### src/rtl/psr_pkg.sv
// ----------------------------------------------------------------------------
// psr_pkg
// Shared types, constants and the CRC step for the PSI section reassembler.
// ----------------------------------------------------------------------------
package psr_pkg;

    localparam int MAX_SECTION_BYTES = 4098;
    localparam int QUEUE_DEPTH       = 4;
    localparam int QUEUE_PTR_W       = $clog2(QUEUE_DEPTH);

    localparam logic [31:0] CRC_POLY     = 32'h04C1_1DB7;
    localparam logic [31:0] CRC_INIT     = 32'hFFFF_FFFF;
    localparam logic [7:0]  STUFF_BYTE   = 8'hFF;
    localparam logic [7:0]  SYNTAX_MASK  = 8'h80;
    localparam logic [7:0]  LEN_HI_MASK  = 8'h0F;

    localparam logic [0:0]  REG_POINTER_MODE = 1'b0;
    localparam logic [0:0]  REG_MAX_LENGTH   = 1'b1;

    typedef enum logic [1:0] {
        ST_NONE    = 2'd0,
        ST_GOOD    = 2'd1,
        ST_CRC_ERR = 2'd2,
        ST_INVALID = 2'd3
    } t_status;

    // packet position of a byte, resolved at the front
    typedef enum logic [1:0] {
        K_CONT     = 2'd0,
        K_NEW_PKT  = 2'd1,
        K_START    = 2'd2,
        K_POINTER  = 2'd3
    } t_kind;

    typedef enum logic [2:0] {
        PH_IDLE     = 3'd0,
        PH_HUNT     = 3'd1,
        PH_STUFF    = 3'd2,
        PH_PTR      = 3'd3,
        PH_PTR_OPEN = 3'd4,
        PH_SEC      = 3'd5
    } t_phase;

    typedef struct packed {
        logic [7:0] data_byte;
        t_kind      kind;
        logic       last;
    } t_item;

    typedef struct packed {
        logic [7:0]  byte_out;
        logic        in_section;
        logic        section_first;
        t_status     status;
        logic [7:0]  tbl_id;
        logic [12:0] section_bytes;
        logic [31:0] crc_field;
    } t_result;

    function automatic logic [31:0] crc_byte(input logic [31:0] crc, input logic [7:0] b);
        logic [31:0] c;
        c = crc ^ {b, 24'd0};
        for (int i = 0; i < 8; i++) begin
            if (c[31]) begin
                c = {c[30:0], 1'b0} ^ CRC_POLY;
            end else begin
                c = {c[30:0], 1'b0};
            end
        end
        return c;
    endfunction

endpackage

### src/rtl/psr_in_if.sv
// ----------------------------------------------------------------------------
// psr_in_if
// Payload byte channel into the reassembler.
// ----------------------------------------------------------------------------
interface psr_in_if;
    logic       valid;
    logic       ready;
    logic [7:0] data_byte;
    logic       first_of_packet;
    logic       last_of_packet;
    logic       unit_start;

    modport source (
        output valid, data_byte, first_of_packet, last_of_packet, unit_start,
        input  ready
    );
    modport sink (
        input  valid, data_byte, first_of_packet, last_of_packet, unit_start,
        output ready
    );
endinterface

### src/rtl/psr_out_if.sv
// ----------------------------------------------------------------------------
// psr_out_if
// Per-byte result channel out of the reassembler.
// ----------------------------------------------------------------------------
interface psr_out_if;
    logic        valid;
    logic        ready;
    logic [7:0]  byte_out;
    logic        in_section;
    logic        section_first;
    logic [1:0]  status;
    logic [7:0]  tbl_id;
    logic [12:0] section_bytes;
    logic [31:0] crc_field;

    modport source (
        output valid, byte_out, in_section, section_first, status, tbl_id,
               section_bytes, crc_field,
        input  ready
    );
    modport sink (
        input  valid, byte_out, in_section, section_first, status, tbl_id,
               section_bytes, crc_field,
        output ready
    );
endinterface

### src/rtl/psr_front.sv
// ----------------------------------------------------------------------------
// psr_front
// Accepts payload bytes and tags each with its packet position.
// ----------------------------------------------------------------------------
module psr_front
    import psr_pkg::*;
(
    input  logic       i_valid,
    input  logic [7:0] i_data_byte,
    input  logic       i_first_of_packet,
    input  logic       i_last_of_packet,
    input  logic       i_unit_start,
    input  logic       i_pointer_mode,
    input  logic       i_queue_full,
    output logic       o_ready,
    output logic       o_push,
    output t_item      o_item
);

    t_kind w_kind;

    always_comb begin
        if (i_first_of_packet && i_unit_start) begin
            w_kind = i_pointer_mode ? K_POINTER : K_START;
        end else if (i_first_of_packet) begin
            w_kind = K_NEW_PKT;
        end else begin
            w_kind = K_CONT;
        end
    end

    assign o_ready          = !i_queue_full;
    assign o_push           = i_valid && !i_queue_full;
    assign o_item.data_byte = i_data_byte;
    assign o_item.kind      = w_kind;
    assign o_item.last      = i_last_of_packet;

endmodule

### src/rtl/psr_queue.sv
// ----------------------------------------------------------------------------
// psr_queue
// Short queue of tagged bytes between the front and the section engine.
// ----------------------------------------------------------------------------
module psr_queue
    import psr_pkg::*;
(
    input  logic  i_clk,
    input  logic  i_rst_n,
    input  logic  i_push,
    input  t_item i_item,
    output logic  o_full,
    input  logic  i_pop,
    output logic  o_valid,
    output t_item o_item
);

    t_item                  r_mem [QUEUE_DEPTH];
    logic [QUEUE_PTR_W-1:0] r_wr_ptr;
    logic [QUEUE_PTR_W-1:0] r_rd_ptr;
    logic [QUEUE_PTR_W:0]   r_count;

    always_ff @(posedge i_clk) begin
        if (i_push) begin
            r_mem[r_wr_ptr] <= i_item;
        end
    end

    always_ff @(posedge i_clk) begin
        if (!i_rst_n) begin
            r_wr_ptr <= '0;
            r_rd_ptr <= '0;
            r_count  <= '0;
        end else begin
            if (i_push) begin
                r_wr_ptr <= r_wr_ptr + 1'b1;
            end
            if (i_pop) begin
                r_rd_ptr <= r_rd_ptr + 1'b1;
            end
            if (i_push && !i_pop) begin
                r_count <= r_count + 1'b1;
            end else if (i_pop && !i_push) begin
                r_count <= r_count - 1'b1;
            end
        end
    end

    assign o_full  = (r_count == (QUEUE_PTR_W+1)'(QUEUE_DEPTH));
    assign o_valid = (r_count != '0);
    assign o_item  = r_mem[r_rd_ptr];

endmodule

### src/rtl/psr_back.sv
// ----------------------------------------------------------------------------
// psr_back
// Section engine: phase tracking, length check, CRC-32 and the result register.
// ----------------------------------------------------------------------------
module psr_back
    import psr_pkg::*;
(
    input  logic        i_clk,
    input  logic        i_rst_n,
    input  logic        i_valid,
    input  t_item       i_item,
    output logic        o_pop,
    input  logic [11:0] i_max_length,
    output logic        o_valid,
    input  logic        i_ready,
    output t_result     o_result
);

    localparam logic [12:0] MAX_BYTES = 13'(MAX_SECTION_BYTES);

    t_phase      r_phase;
    logic [7:0]  r_pointer_left;
    logic [12:0] r_byte_count;
    logic [12:0] r_total_count;
    logic [31:0] r_crc;
    logic [7:0]  r_tbl_id;
    logic [7:0]  r_length_high;
    logic [31:0] r_tail;
    logic        r_out_valid;
    t_result     r_out;

    t_phase      n_phase;
    logic [7:0]  n_pointer_left;
    logic [12:0] n_byte_count;
    logic [12:0] n_total_count;
    logic [31:0] n_crc;
    logic [7:0]  n_tbl_id;
    logic [7:0]  n_length_high;
    logic [31:0] n_tail;
    t_result     n_out;

    // shared decode of the current byte
    t_phase      w_ph_pkt;
    t_phase      w_ph_work;
    logic        w_feed;
    logic        w_in_ptr;
    logic        w_first;
    logic [12:0] w_bc;
    logic [12:0] w_bc_next;
    logic [11:0] w_len;
    logic [12:0] w_total_in;
    logic [12:0] w_len_plus3;
    logic        w_bad_hdr;
    logic [31:0] w_crc_in;
    logic [31:0] w_crc_new;
    t_status     w_status;
    logic [7:0]  w_ptr_dec;
    logic [7:0]  b;

    assign o_pop = i_valid && (!r_out_valid || i_ready);
    assign b     = i_item.data_byte;

    always_comb begin
        w_ph_pkt = r_phase;
        if (i_item.kind == K_START) begin
            w_ph_pkt = PH_HUNT;
        end else if (i_item.kind == K_NEW_PKT && r_phase inside {PH_HUNT, PH_STUFF,
                                                                  PH_PTR, PH_PTR_OPEN}) begin
            w_ph_pkt = PH_IDLE;
        end

        w_ph_work = w_ph_pkt;
        if (w_ph_pkt == PH_HUNT) begin
            w_ph_work = (b == STUFF_BYTE) ? PH_STUFF : PH_SEC;
        end

        w_feed   = (i_item.kind != K_POINTER) &&
                   (w_ph_work == PH_SEC || w_ph_work == PH_PTR_OPEN);
        w_in_ptr = (w_ph_work == PH_PTR_OPEN);

        // a section opened from hunting restarts the byte count
        w_bc        = (w_ph_pkt == PH_HUNT) ? 13'd0 : r_byte_count;
        w_first     = (w_bc == 13'd0);
        w_bc_next   = w_bc + 13'd1;
        w_crc_in    = w_first ? CRC_INIT : r_crc;
        w_crc_new   = crc_byte(w_crc_in, b);
        w_total_in  = w_first ? 13'd0 : r_total_count;
        w_len       = {r_length_high[3:0], b};
        w_len_plus3 = {1'b0, w_len} + 13'd3;
        w_bad_hdr   = ((r_length_high & SYNTAX_MASK) == 8'd0) || (w_len == 12'd0) ||
                      (w_len > i_max_length) || (w_len_plus3 > MAX_BYTES);

        w_status = ST_NONE;
        if (w_bc_next == 13'd3 && w_bad_hdr) begin
            w_status = ST_INVALID;
        end else if (w_bc_next >= 13'd3 &&
                     w_bc_next == ((w_bc_next == 13'd3) ? w_len_plus3 : w_total_in)) begin
            w_status = (w_crc_new == 32'd0) ? ST_GOOD : ST_CRC_ERR;
        end

        w_ptr_dec = r_pointer_left - 8'd1;
    end

    // next phase
    always_comb begin
        n_phase = r_phase;
        if (i_item.kind == K_POINTER) begin
            if (b == 8'd0) begin
                n_phase = PH_HUNT;
            end else if (r_phase == PH_SEC) begin
                n_phase = PH_PTR_OPEN;
            end else begin
                n_phase = PH_PTR;
            end
        end else begin
            n_phase = w_ph_work;
            if (w_feed) begin
                if (w_status == ST_INVALID) begin
                    n_phase = w_in_ptr ? PH_PTR : PH_IDLE;
                end else if (w_status != ST_NONE) begin
                    n_phase = w_in_ptr ? PH_PTR : PH_HUNT;
                end
                if (w_in_ptr && w_ptr_dec == 8'd0) begin
                    n_phase = PH_HUNT;
                end
            end else if (w_ph_work == PH_PTR && w_ptr_dec == 8'd0) begin
                n_phase = PH_HUNT;
            end
        end
        if (i_item.last && n_phase != PH_SEC) begin
            n_phase = PH_IDLE;
        end
    end

    // section state and result
    always_comb begin
        n_pointer_left = r_pointer_left;
        n_byte_count   = r_byte_count;
        n_total_count  = r_total_count;
        n_crc          = r_crc;
        n_tbl_id       = r_tbl_id;
        n_length_high  = r_length_high;
        n_tail         = r_tail;

        if (i_item.kind == K_POINTER) begin
            n_pointer_left = b;
        end else if (w_feed) begin
            n_byte_count = w_bc_next;
            n_crc        = w_crc_new;
            n_tail       = w_first ? {24'd0, b} : {r_tail[23:0], b};
            n_tbl_id     = w_first ? b : r_tbl_id;
            n_total_count = w_total_in;
            if (w_bc_next == 13'd2) begin
                n_length_high = b;
            end
            if (w_bc_next == 13'd3 && !w_bad_hdr) begin
                n_total_count = w_len_plus3;
            end
            if (w_in_ptr) begin
                n_pointer_left = w_ptr_dec;
            end
        end else if (w_ph_work == PH_PTR) begin
            n_pointer_left = w_ptr_dec;
        end

        n_out.byte_out      = b;
        n_out.in_section    = w_feed;
        n_out.section_first = w_feed && w_first;
        n_out.status        = w_feed ? w_status : ST_NONE;
        if (w_feed && (w_status == ST_GOOD || w_status == ST_CRC_ERR)) begin
            n_out.tbl_id        = n_tbl_id;
            n_out.section_bytes = n_total_count;
            n_out.crc_field     = n_tail;
        end else begin
            n_out.tbl_id        = 8'd0;
            n_out.section_bytes = 13'd0;
            n_out.crc_field     = 32'd0;
        end
    end

    always_ff @(posedge i_clk) begin
        if (!i_rst_n) begin
            r_phase        <= PH_IDLE;
            r_pointer_left <= 8'd0;
            r_byte_count   <= 13'd0;
            r_total_count  <= 13'd0;
            r_crc          <= CRC_INIT;
            r_tbl_id       <= 8'hFF;
            r_length_high  <= 8'd0;
            r_tail         <= 32'd0;
            r_out_valid    <= 1'b0;
        end else begin
            if (o_pop) begin
                r_phase        <= n_phase;
                r_pointer_left <= n_pointer_left;
                r_byte_count   <= n_byte_count;
                r_total_count  <= n_total_count;
                r_crc          <= n_crc;
                r_tbl_id       <= n_tbl_id;
                r_length_high  <= n_length_high;
                r_tail         <= n_tail;
                r_out_valid    <= 1'b1;
            end else if (i_ready) begin
                r_out_valid <= 1'b0;
            end
        end
    end

    always_ff @(posedge i_clk) begin
        if (o_pop) begin
            r_out <= n_out;
        end
    end

    assign o_valid  = r_out_valid;
    assign o_result = r_out;

endmodule

### src/rtl/psi_section_reassembler.sv
// ----------------------------------------------------------------------------
// psi_section_reassembler
// PSI section reassembly from transport payload bytes with CRC-32 check.
// ----------------------------------------------------------------------------
// Takes one payload byte per clock while the queue is not full and returns
// one result per byte, in order. A byte is tagged at the input and placed
// in a four-entry queue; the section engine takes one byte per clock from it
// unless the output stalls, and registers its result. The combinational
// CRC-32 byte step in the section engine sets the one-byte-per-clock rate.
// Output stalls are absorbed by the queue; input ready drops only when the
// queue is full. The user must write configuration (pointer mode, maximum
// section length) through the write port while idle; it is not enforced.
module psi_section_reassembler
    import psr_pkg::*;
(
    input  logic        i_clk,
    input  logic        i_rst_n,
    input  logic        i_cfg_we,
    input  logic [0:0]  i_cfg_index,
    input  logic [11:0] i_cfg_data,
    psr_in_if.sink      i_item,
    psr_out_if.source   o_result
);

    logic        r_pointer_mode;
    logic [11:0] r_max_length;

    logic        w_push;
    logic        w_full;
    logic        w_pop;
    logic        w_q_valid;
    t_item       w_front_item;
    t_item       w_q_item;
    t_result     w_result;

    always_ff @(posedge i_clk) begin
        if (!i_rst_n) begin
            r_pointer_mode <= 1'b1;
            r_max_length   <= 12'hFFF;
        end else if (i_cfg_we) begin
            case (i_cfg_index)
                REG_POINTER_MODE: r_pointer_mode <= i_cfg_data[0];
                REG_MAX_LENGTH:   r_max_length   <= i_cfg_data;
                default:          r_max_length   <= r_max_length;
            endcase
        end
    end

    psr_front u_front (
        .i_valid           (i_item.valid),
        .i_data_byte       (i_item.data_byte),
        .i_first_of_packet (i_item.first_of_packet),
        .i_last_of_packet  (i_item.last_of_packet),
        .i_unit_start      (i_item.unit_start),
        .i_pointer_mode    (r_pointer_mode),
        .i_queue_full      (w_full),
        .o_ready           (i_item.ready),
        .o_push            (w_push),
        .o_item            (w_front_item)
    );

    psr_queue u_queue (
        .i_clk   (i_clk),
        .i_rst_n (i_rst_n),
        .i_push  (w_push),
        .i_item  (w_front_item),
        .o_full  (w_full),
        .i_pop   (w_pop),
        .o_valid (w_q_valid),
        .o_item  (w_q_item)
    );

    psr_back u_back (
        .i_clk        (i_clk),
        .i_rst_n      (i_rst_n),
        .i_valid      (w_q_valid),
        .i_item       (w_q_item),
        .o_pop        (w_pop),
        .i_max_length (r_max_length),
        .o_valid      (o_result.valid),
        .i_ready      (o_result.ready),
        .o_result     (w_result)
    );

    assign o_result.byte_out      = w_result.byte_out;
    assign o_result.in_section    = w_result.in_section;
    assign o_result.section_first = w_result.section_first;
    assign o_result.status        = w_result.status;
    assign o_result.tbl_id        = w_result.tbl_id;
    assign o_result.section_bytes = w_result.section_bytes;
    assign o_result.crc_field     = w_result.crc_field;

`ifndef SYNTHESIS
    // the engine never takes a byte from an empty queue
    a_pop_needs_data: assert property (@(posedge i_clk) disable iff (!i_rst_n)
        w_pop |-> w_q_valid)
        else $error("section engine popped an empty queue");

    // a completed section is reported on a byte inside that section
    a_done_in_section: assert property (@(posedge i_clk) disable iff (!i_rst_n)
        (o_result.valid && (o_result.status == ST_GOOD || o_result.status == ST_CRC_ERR))
        |-> o_result.in_section)
        else $error("completion status on a byte outside a section");

    // summary fields stay zero unless a section completed
    a_summary_zero: assert property (@(posedge i_clk) disable iff (!i_rst_n)
        (o_result.valid && o_result.status != ST_GOOD && o_result.status != ST_CRC_ERR)
        |-> (o_result.tbl_id == 8'd0 && o_result.section_bytes == 13'd0 &&
             o_result.crc_field == 32'd0))
        else $error("section summary set without completion");

    // table id byte is always counted in the section
    a_first_in_section: assert property (@(posedge i_clk) disable iff (!i_rst_n)
        (o_result.valid && o_result.section_first) |-> o_result.in_section)
        else $error("section start flagged outside a section");
`endif

endmodule
### src/flat_wrapper.sv
// flat-port wrapper written by rule: the top's interface ports become plain ports
module psi_section_reassembler_flat import psr_pkg::*;
  (i_clk, i_rst_n, i_cfg_we, i_cfg_index, i_cfg_data, i_item_valid, i_item_data_byte, i_item_first_of_packet, i_item_last_of_packet, i_item_unit_start, i_item_ready, o_result_valid, o_result_byte_out, o_result_in_section, o_result_section_first, o_result_status, o_result_tbl_id, o_result_section_bytes, o_result_crc_field, o_result_ready);
  psr_in_if i_item_i ();
  psr_out_if o_result_i ();
  input  logic i_clk;
  input  logic i_rst_n;
  input  logic i_cfg_we;
  input  logic [0:0] i_cfg_index;
  input  logic [11:0] i_cfg_data;
  input wire logic [$bits(i_item_i.valid)-1:0] i_item_valid;
  input wire logic [$bits(i_item_i.data_byte)-1:0] i_item_data_byte;
  input wire logic [$bits(i_item_i.first_of_packet)-1:0] i_item_first_of_packet;
  input wire logic [$bits(i_item_i.last_of_packet)-1:0] i_item_last_of_packet;
  input wire logic [$bits(i_item_i.unit_start)-1:0] i_item_unit_start;
  output wire logic [$bits(i_item_i.ready)-1:0] i_item_ready;
  output wire logic [$bits(o_result_i.valid)-1:0] o_result_valid;
  output wire logic [$bits(o_result_i.byte_out)-1:0] o_result_byte_out;
  output wire logic [$bits(o_result_i.in_section)-1:0] o_result_in_section;
  output wire logic [$bits(o_result_i.section_first)-1:0] o_result_section_first;
  output wire logic [$bits(o_result_i.status)-1:0] o_result_status;
  output wire logic [$bits(o_result_i.tbl_id)-1:0] o_result_tbl_id;
  output wire logic [$bits(o_result_i.section_bytes)-1:0] o_result_section_bytes;
  output wire logic [$bits(o_result_i.crc_field)-1:0] o_result_crc_field;
  input wire logic [$bits(o_result_i.ready)-1:0] o_result_ready;
  assign i_item_i.valid = i_item_valid;
  assign i_item_i.data_byte = i_item_data_byte;
  assign i_item_i.first_of_packet = i_item_first_of_packet;
  assign i_item_i.last_of_packet = i_item_last_of_packet;
  assign i_item_i.unit_start = i_item_unit_start;
  assign i_item_ready = i_item_i.ready;
  assign o_result_valid = o_result_i.valid;
  assign o_result_byte_out = o_result_i.byte_out;
  assign o_result_in_section = o_result_i.in_section;
  assign o_result_section_first = o_result_i.section_first;
  assign o_result_status = o_result_i.status;
  assign o_result_tbl_id = o_result_i.tbl_id;
  assign o_result_section_bytes = o_result_i.section_bytes;
  assign o_result_crc_field = o_result_i.crc_field;
  assign o_result_i.ready = o_result_ready;
  psi_section_reassembler u_core (.i_clk(i_clk), .i_rst_n(i_rst_n), .i_cfg_we(i_cfg_we), .i_cfg_index(i_cfg_index), .i_cfg_data(i_cfg_data), .i_item(i_item_i), .o_result(o_result_i));
endmodule
### config.mk
export PLATFORM = sky130hd
export DESIGN_NAME = psi_section_reassembler_flat
export DESIGN_NICKNAME = d
export VERILOG_FILES = /design/src/rtl/psr_pkg.sv /design/src/rtl/psr_in_if.sv /design/src/rtl/psr_out_if.sv /design/src/rtl/psr_front.sv /design/src/rtl/psr_queue.sv /design/src/rtl/psr_back.sv /design/src/rtl/psi_section_reassembler.sv /design/src/flat_wrapper.sv
export SDC_FILE = /design/constraint.sdc
export NUM_CORES = 1
export LEC_CHECK = 0
export BUFFER_PORTS_ARGS = -buffer_cell sky130_fd_sc_hd__buf_2
export CAP_MARGIN = 20
export CORE_ASPECT_RATIO = 1.75
export CORE_MARGIN = 3
export CORE_UTILIZATION = 61
export CTS_CLUSTER_SIZE = 25
export DETAILED_ROUTE_END_ITERATION = 8
export GPL_TIMING_DRIVEN = 0
export PLACE_DENSITY_LB_ADDON = 0.2
export SLEW_MARGIN = 20
export SYNTH_ARGS = -nofsm -noshare
export SYNTH_HDL_FRONTEND = slang
export SYNTH_HIERARCHICAL = 1
export SYNTH_SLANG_ARGS = --single-unit
### constraint.sdc
create_clock -name i_clk -period 9.15 [get_ports i_clk]
set_input_delay 1.83 -clock i_clk [delete_from_list [all_inputs] [get_ports i_clk]]
set_output_delay 1.83 -clock i_clk [all_outputs]
set_load 0.005 [all_outputs]
==> impl_metrics.sql <==
INSERT INTO impl_metrics (metric_group, metric, value, unit) VALUES
('timing', 'setup_violations', '0', ''),
('route', 'postRouteWirelength', '39500', 'um'),
('synth', 'synth_top_cells_by_area', 'edfxtp_1 24%, dfxtp_1 19%, xnor2_1 6.3%', ''),
('route', 'drt.antenna.violating_nets', '0', ''),
('clock_network', 'tritoncts', 'built', ''),
('timing', 'maxSlewViolCount', '0', ''),
('route', 'detail_route.drc_violations', '0', ''),
('synth', 'compound_gate_fraction_of_synth_area', '15.1', '%'),
('synth', 'number_of_synthesized_flops_with_an_enable_pin', '109', ''),
('synth', 'asyncSetResetFlopFracSynth', '0', '%'),
('timing', 'final.setup_skew', '0.0198', 'ns'),
('floorplan', 'die_area', '24100', 'um2'),
('setup_path', 'cp.required', '9.44', 'ns'),
('route', 'avgViaCountPerCell', '6.22', ''),
('worst_hold_path', 'hold-path-endpoint', 'u_core/u_back/r_tail[22]', ''),
('power', 'vdd_ir_drop_max', '0.213', 'mV'),
('setup_path', 'timing.critical_path.slowest_cell_delay', '0.62', 'ns'),
('global_route', 'grt_start_max_net_pins', '60', ''),
('layout', 'fillCellCount', '1745', ''),
('setup_path', 'critical-path-top-delay-family', 'simple AND/OR/NAND/NOR gates', ''),
('route', 'route.vias.total', '11302', ''),
('timing', 'final_min_period_over_clock_period', '96.7', '%'),
('placed_design', 'gp_routability_congestion', '0.968', ''),
('timing', 'report.final.hold_viol_count', '0', ''),
('timing', 'max_slew_margin', '24.2', '%'),
('worst_hold_path', 'min-delay-start', 'u_core/u_back/r_tail[22]', ''),
('run_status', 'outcome', 'finished clean', ''),
('synth', 'post_synth_mux_area_share', '3.72', '%'),
('route', 'drt-pass1-iter-count', '6', ''),
('placed_design', 'post-dp-hpwl', '29400', 'um'),
('floorplan', 'floorplan.core_area', '21700', 'um2'),
('setup_path', 'crit-reg2reg-capture', 'u_core/u_back/o_result[29]', ''),
('synth', 'netlist.top_cell.by_area', 'edfxtp_1', ''),
('synth', 'post_synth_xor_area_fraction', '10.4', '%'),
('route', 'avgRoutedWirePerCell', '21.8', 'um'),
('setup_path', 'ff2ff_setup_slack', '0.30', 'ns'),
('route', 'drt_iter0_markers', '983', ''),
('synth', 'synthesis.area', '13500', 'um2'),
('synth', 'netlist_instances', '1397', ''),
('clock_network', 'cts.clk_slew.worst_paths', '0.06', 'ns'),
('synth', 'yosys_warnings', '6', ''),
('power', 'cellPowerDensity', '373', 'nW/um2'),
('clock_network', 'cts_buffers', '23', ''),
('timing', 'layout_min_cycle_time', '8.85', 'ns'),
('synth', 'combinational_family_with_the_most_area_after_synthesis', 'simple AND/OR/NAND/NOR gates', ''),
('worst_hold_path', 'hold_path_depth', '2', ''),
('floorplan', 'initial_core_util', '62.4', '%'),
('setup_path', 'end_kind', 'flip-flop', ''),
('setup_path', 'most_used_cell_cp', 'clkbuf_2', ''),
('synth', 'synth_adder_area_share', '2.83', '%'),
('layout', 'layoutNonFillerInstCount', '1817', ''),
('power', 'cellLeakagePower', '5.95', 'nW'),
('placed_design', 'place.port_buffers', '86', ''),
('synth', 'ys_ff_latch', '238', ''),
('floorplan', 'floorplan_row_count', '71', ''),
('floorplan', 'die_width', '119', 'um'),
('setup_path', 'worstPathBufferInverterCount', '11', ''),
('setup_path', 'r2r.worst_path.cells', '31', ''),
('worst_hold_path', 'min-delay-path-class', 'reg2reg', ''),
('layout', 'antenna_cells_inserted', '0', ''),
('global_route', 'grt.total_usage', '32.3', '%'),
('clock_network', 'postCtsSetupRepairBufs', '0', ''),
('setup_path', 'cpMaxStageDelayCell', 'mux4_2', ''),
('job', 'max_cap_violations', '0', ''),
('global_route', 'grt_first_pass_wirelength', '60600', 'um'),
('layout', 'areaGrowthSynthToFinish', '12.6', '%'),
('layout', 'num-nets-final', '1568', ''),
('synth', 'synthDominantCellAreaShare', '24.2', '%'),
('placed_design', 'post-place-ws', '-0.541', 'ns'),
('synth', 'yosys.cell_types.count', '85', ''),
('floorplan', 'chipHeight', '203', 'um');
==> cell usage after synthesis, drive strengths merged, types with 6 or more instances <==
| master | instances |
|---|---|
| and3 | 34 |
| nor2 | 74 |
| xnor2 | 98 |
| nor2b | 32 |
| a2111oi | 7 |
| a211oi | 10 |
| xor2 | 38 |
| dfxtp | 129 |
| o22ai | 6 |
| mux2i | 24 |
| nand2 | 149 |
| mux4 | 11 |
| nor3 | 23 |
| a31o | 7 |
| ha | 29 |
| and2 | 34 |
| or4 | 12 |
| xnor3 | 6 |
| nand3 | 59 |
| a21oi | 31 |
| a21boi | 39 |
| a31oi | 6 |
| nor4 | 13 |
| inv | 50 |
| o31ai | 9 |
| o211ai | 48 |
| a22oi | 24 |
| buf | 61 |
| o21ai | 41 |
| or2 | 7 |
| clkbuf | 55 |
| nand4 | 21 |
| edfxtp | 109 |
| and4 | 6 |
| nand2b | 12 |
| or3 | 7 |
==> worst reg2reg max path, delay by kind of cell (launching register included) <==
kind | cells | cell delay (ns)
fa+ha+maj | 3 | 0.83
mux | 1 | 0.63
flops | 1 | 0.38
xor+xnor | 1 | 0.27
compound gates | 3 | 0.83
buf+inv | 11 | 2.64
simple gates | 12 | 3.01
==> cells by family after synthesis <==
group / after synthesis
DFF: 238
AOI/OAI and AO/OA: 279
buffers and inverters: 167
and+or+nand+nor: 503
adders and majority gates: 30
muxes: 36
xor gates and xnor gates: 144
==> state kept, by name, summed over array words and instances (netlist names), 5 cells and up, named ones only <==
name                          cells
u_core/u_back/r_total_count      13
u_core/u_back/r_pointer_left      8
u_core/u_back/o_result           65
u_core/u_back/r_tbl_id            8
u_core/u_back/r_tail             24
u_core/r_max_length              12
u_core/u_back/r_crc              32
u_core/u_queue/r_mem             44
u_core/u_back/r_byte_count       13
u_core/u_back/r_length_high       5
==> cell type report <==
cell class	instances	area, um2	area share (%)
inverters	51	194	1.27
plain buffers	116	583	3.83
clock inverters	17	269	1.77
flip-flops and latches	238	5860	38.5
multi-input cells	992	6910	45.4
repair buffers	87	458	3.01
well taps	292	365	2.40
clock buffers	24	589	3.87
==> cells in the final DEF (no fill, tap or decap), types with 7 or more instances in the layout <==
cell type,count
o21ai_0,38
a21oi_1,30
nand2b_1,12
o211ai_2,10
nor4_1,13
o211ai_1,38
and3_1,34
nor3_1,22
or4_1,12
nand4_1,21
xor2_1,37
nand2_1,149
nand3_1,59
buf_4,14
clkbuf_16,23
mux2i_1,24
dfxtp_1,129
xnor2_1,97
nor2b_1,32
a31o_2,7
a211oi_1,10
o31ai_1,8
or3_1,7
inv_1,49
a22oi_1,24
ha_1,29
or2_2,7
nor2_1,72
clkbuf_1,51
a21boi_0,38
edfxtp_1,109
buf_1,7
buf_2,121
mux4_2,10
and2_1,32
==> timing repair <==
item,4_1_cts,5_1_grt
pin swaps,0,1
hold buffers,0,0
setup endpoints to repair,52,52
cloned,0,0
resized for setup,4,7
==> per-stage QoR <==
| step | setup TNS (ns) | power [mW] | area [um2] | hold WS (ns) |
|---|---|---|---|---|
| global placement | -12.35 | 4.47 | 14300 | 0.445 |
| detailed placement | -14.84 | 4.53 | 14300 | 0.452 |
| floorplan | 0 | 3.67 | 13500 | 0.436 |
| finish | 0 | 5.68 | 15200 | 0.460 |
| global route | -0.354 | 5.96 | 15200 | 0.476 |
| CTS | 0 | 5.63 | 15200 | 0.461 |
==> layer usage <==
| metal | GRT usage (%) | routed length, um | vias up |
|---|---|---|---|
| li1 | - | - | 5247 |
| met1 | 32.5 | 13300 | 5360 |
| met2 | 59.0 | 20500 | 486 |
| met3 | 4.12 | 1950 | 209 |
| met4 | 25.7 | 3810 | 0 |
| met5 | 0 | 0 | - |
==> worst max-delay path by stage <==
stage                     cells after the start       from                    endpoint
after floorplan                              31  flip-flop  u_core/u_back/o_result[26]
after global placement                       31  flip-flop  u_core/u_back/o_result[30]
after detailed placement                     31  flip-flop  u_core/u_back/o_result[27]
after CTS                                    31  flip-flop  u_core/u_back/o_result[29]
after global routing                         31  flip-flop  u_core/u_back/o_result[29]
final                                        31  flip-flop  u_core/u_back/o_result[29]
==> where the power goes <==
group          internal, mW  leakage, nW  switching [mW]
combinational          1.17         3.43            1.88
clock                 0.647        0.413           0.434
sequential             1.42         2.11           0.127
Power figures use the tool's default switching activity.
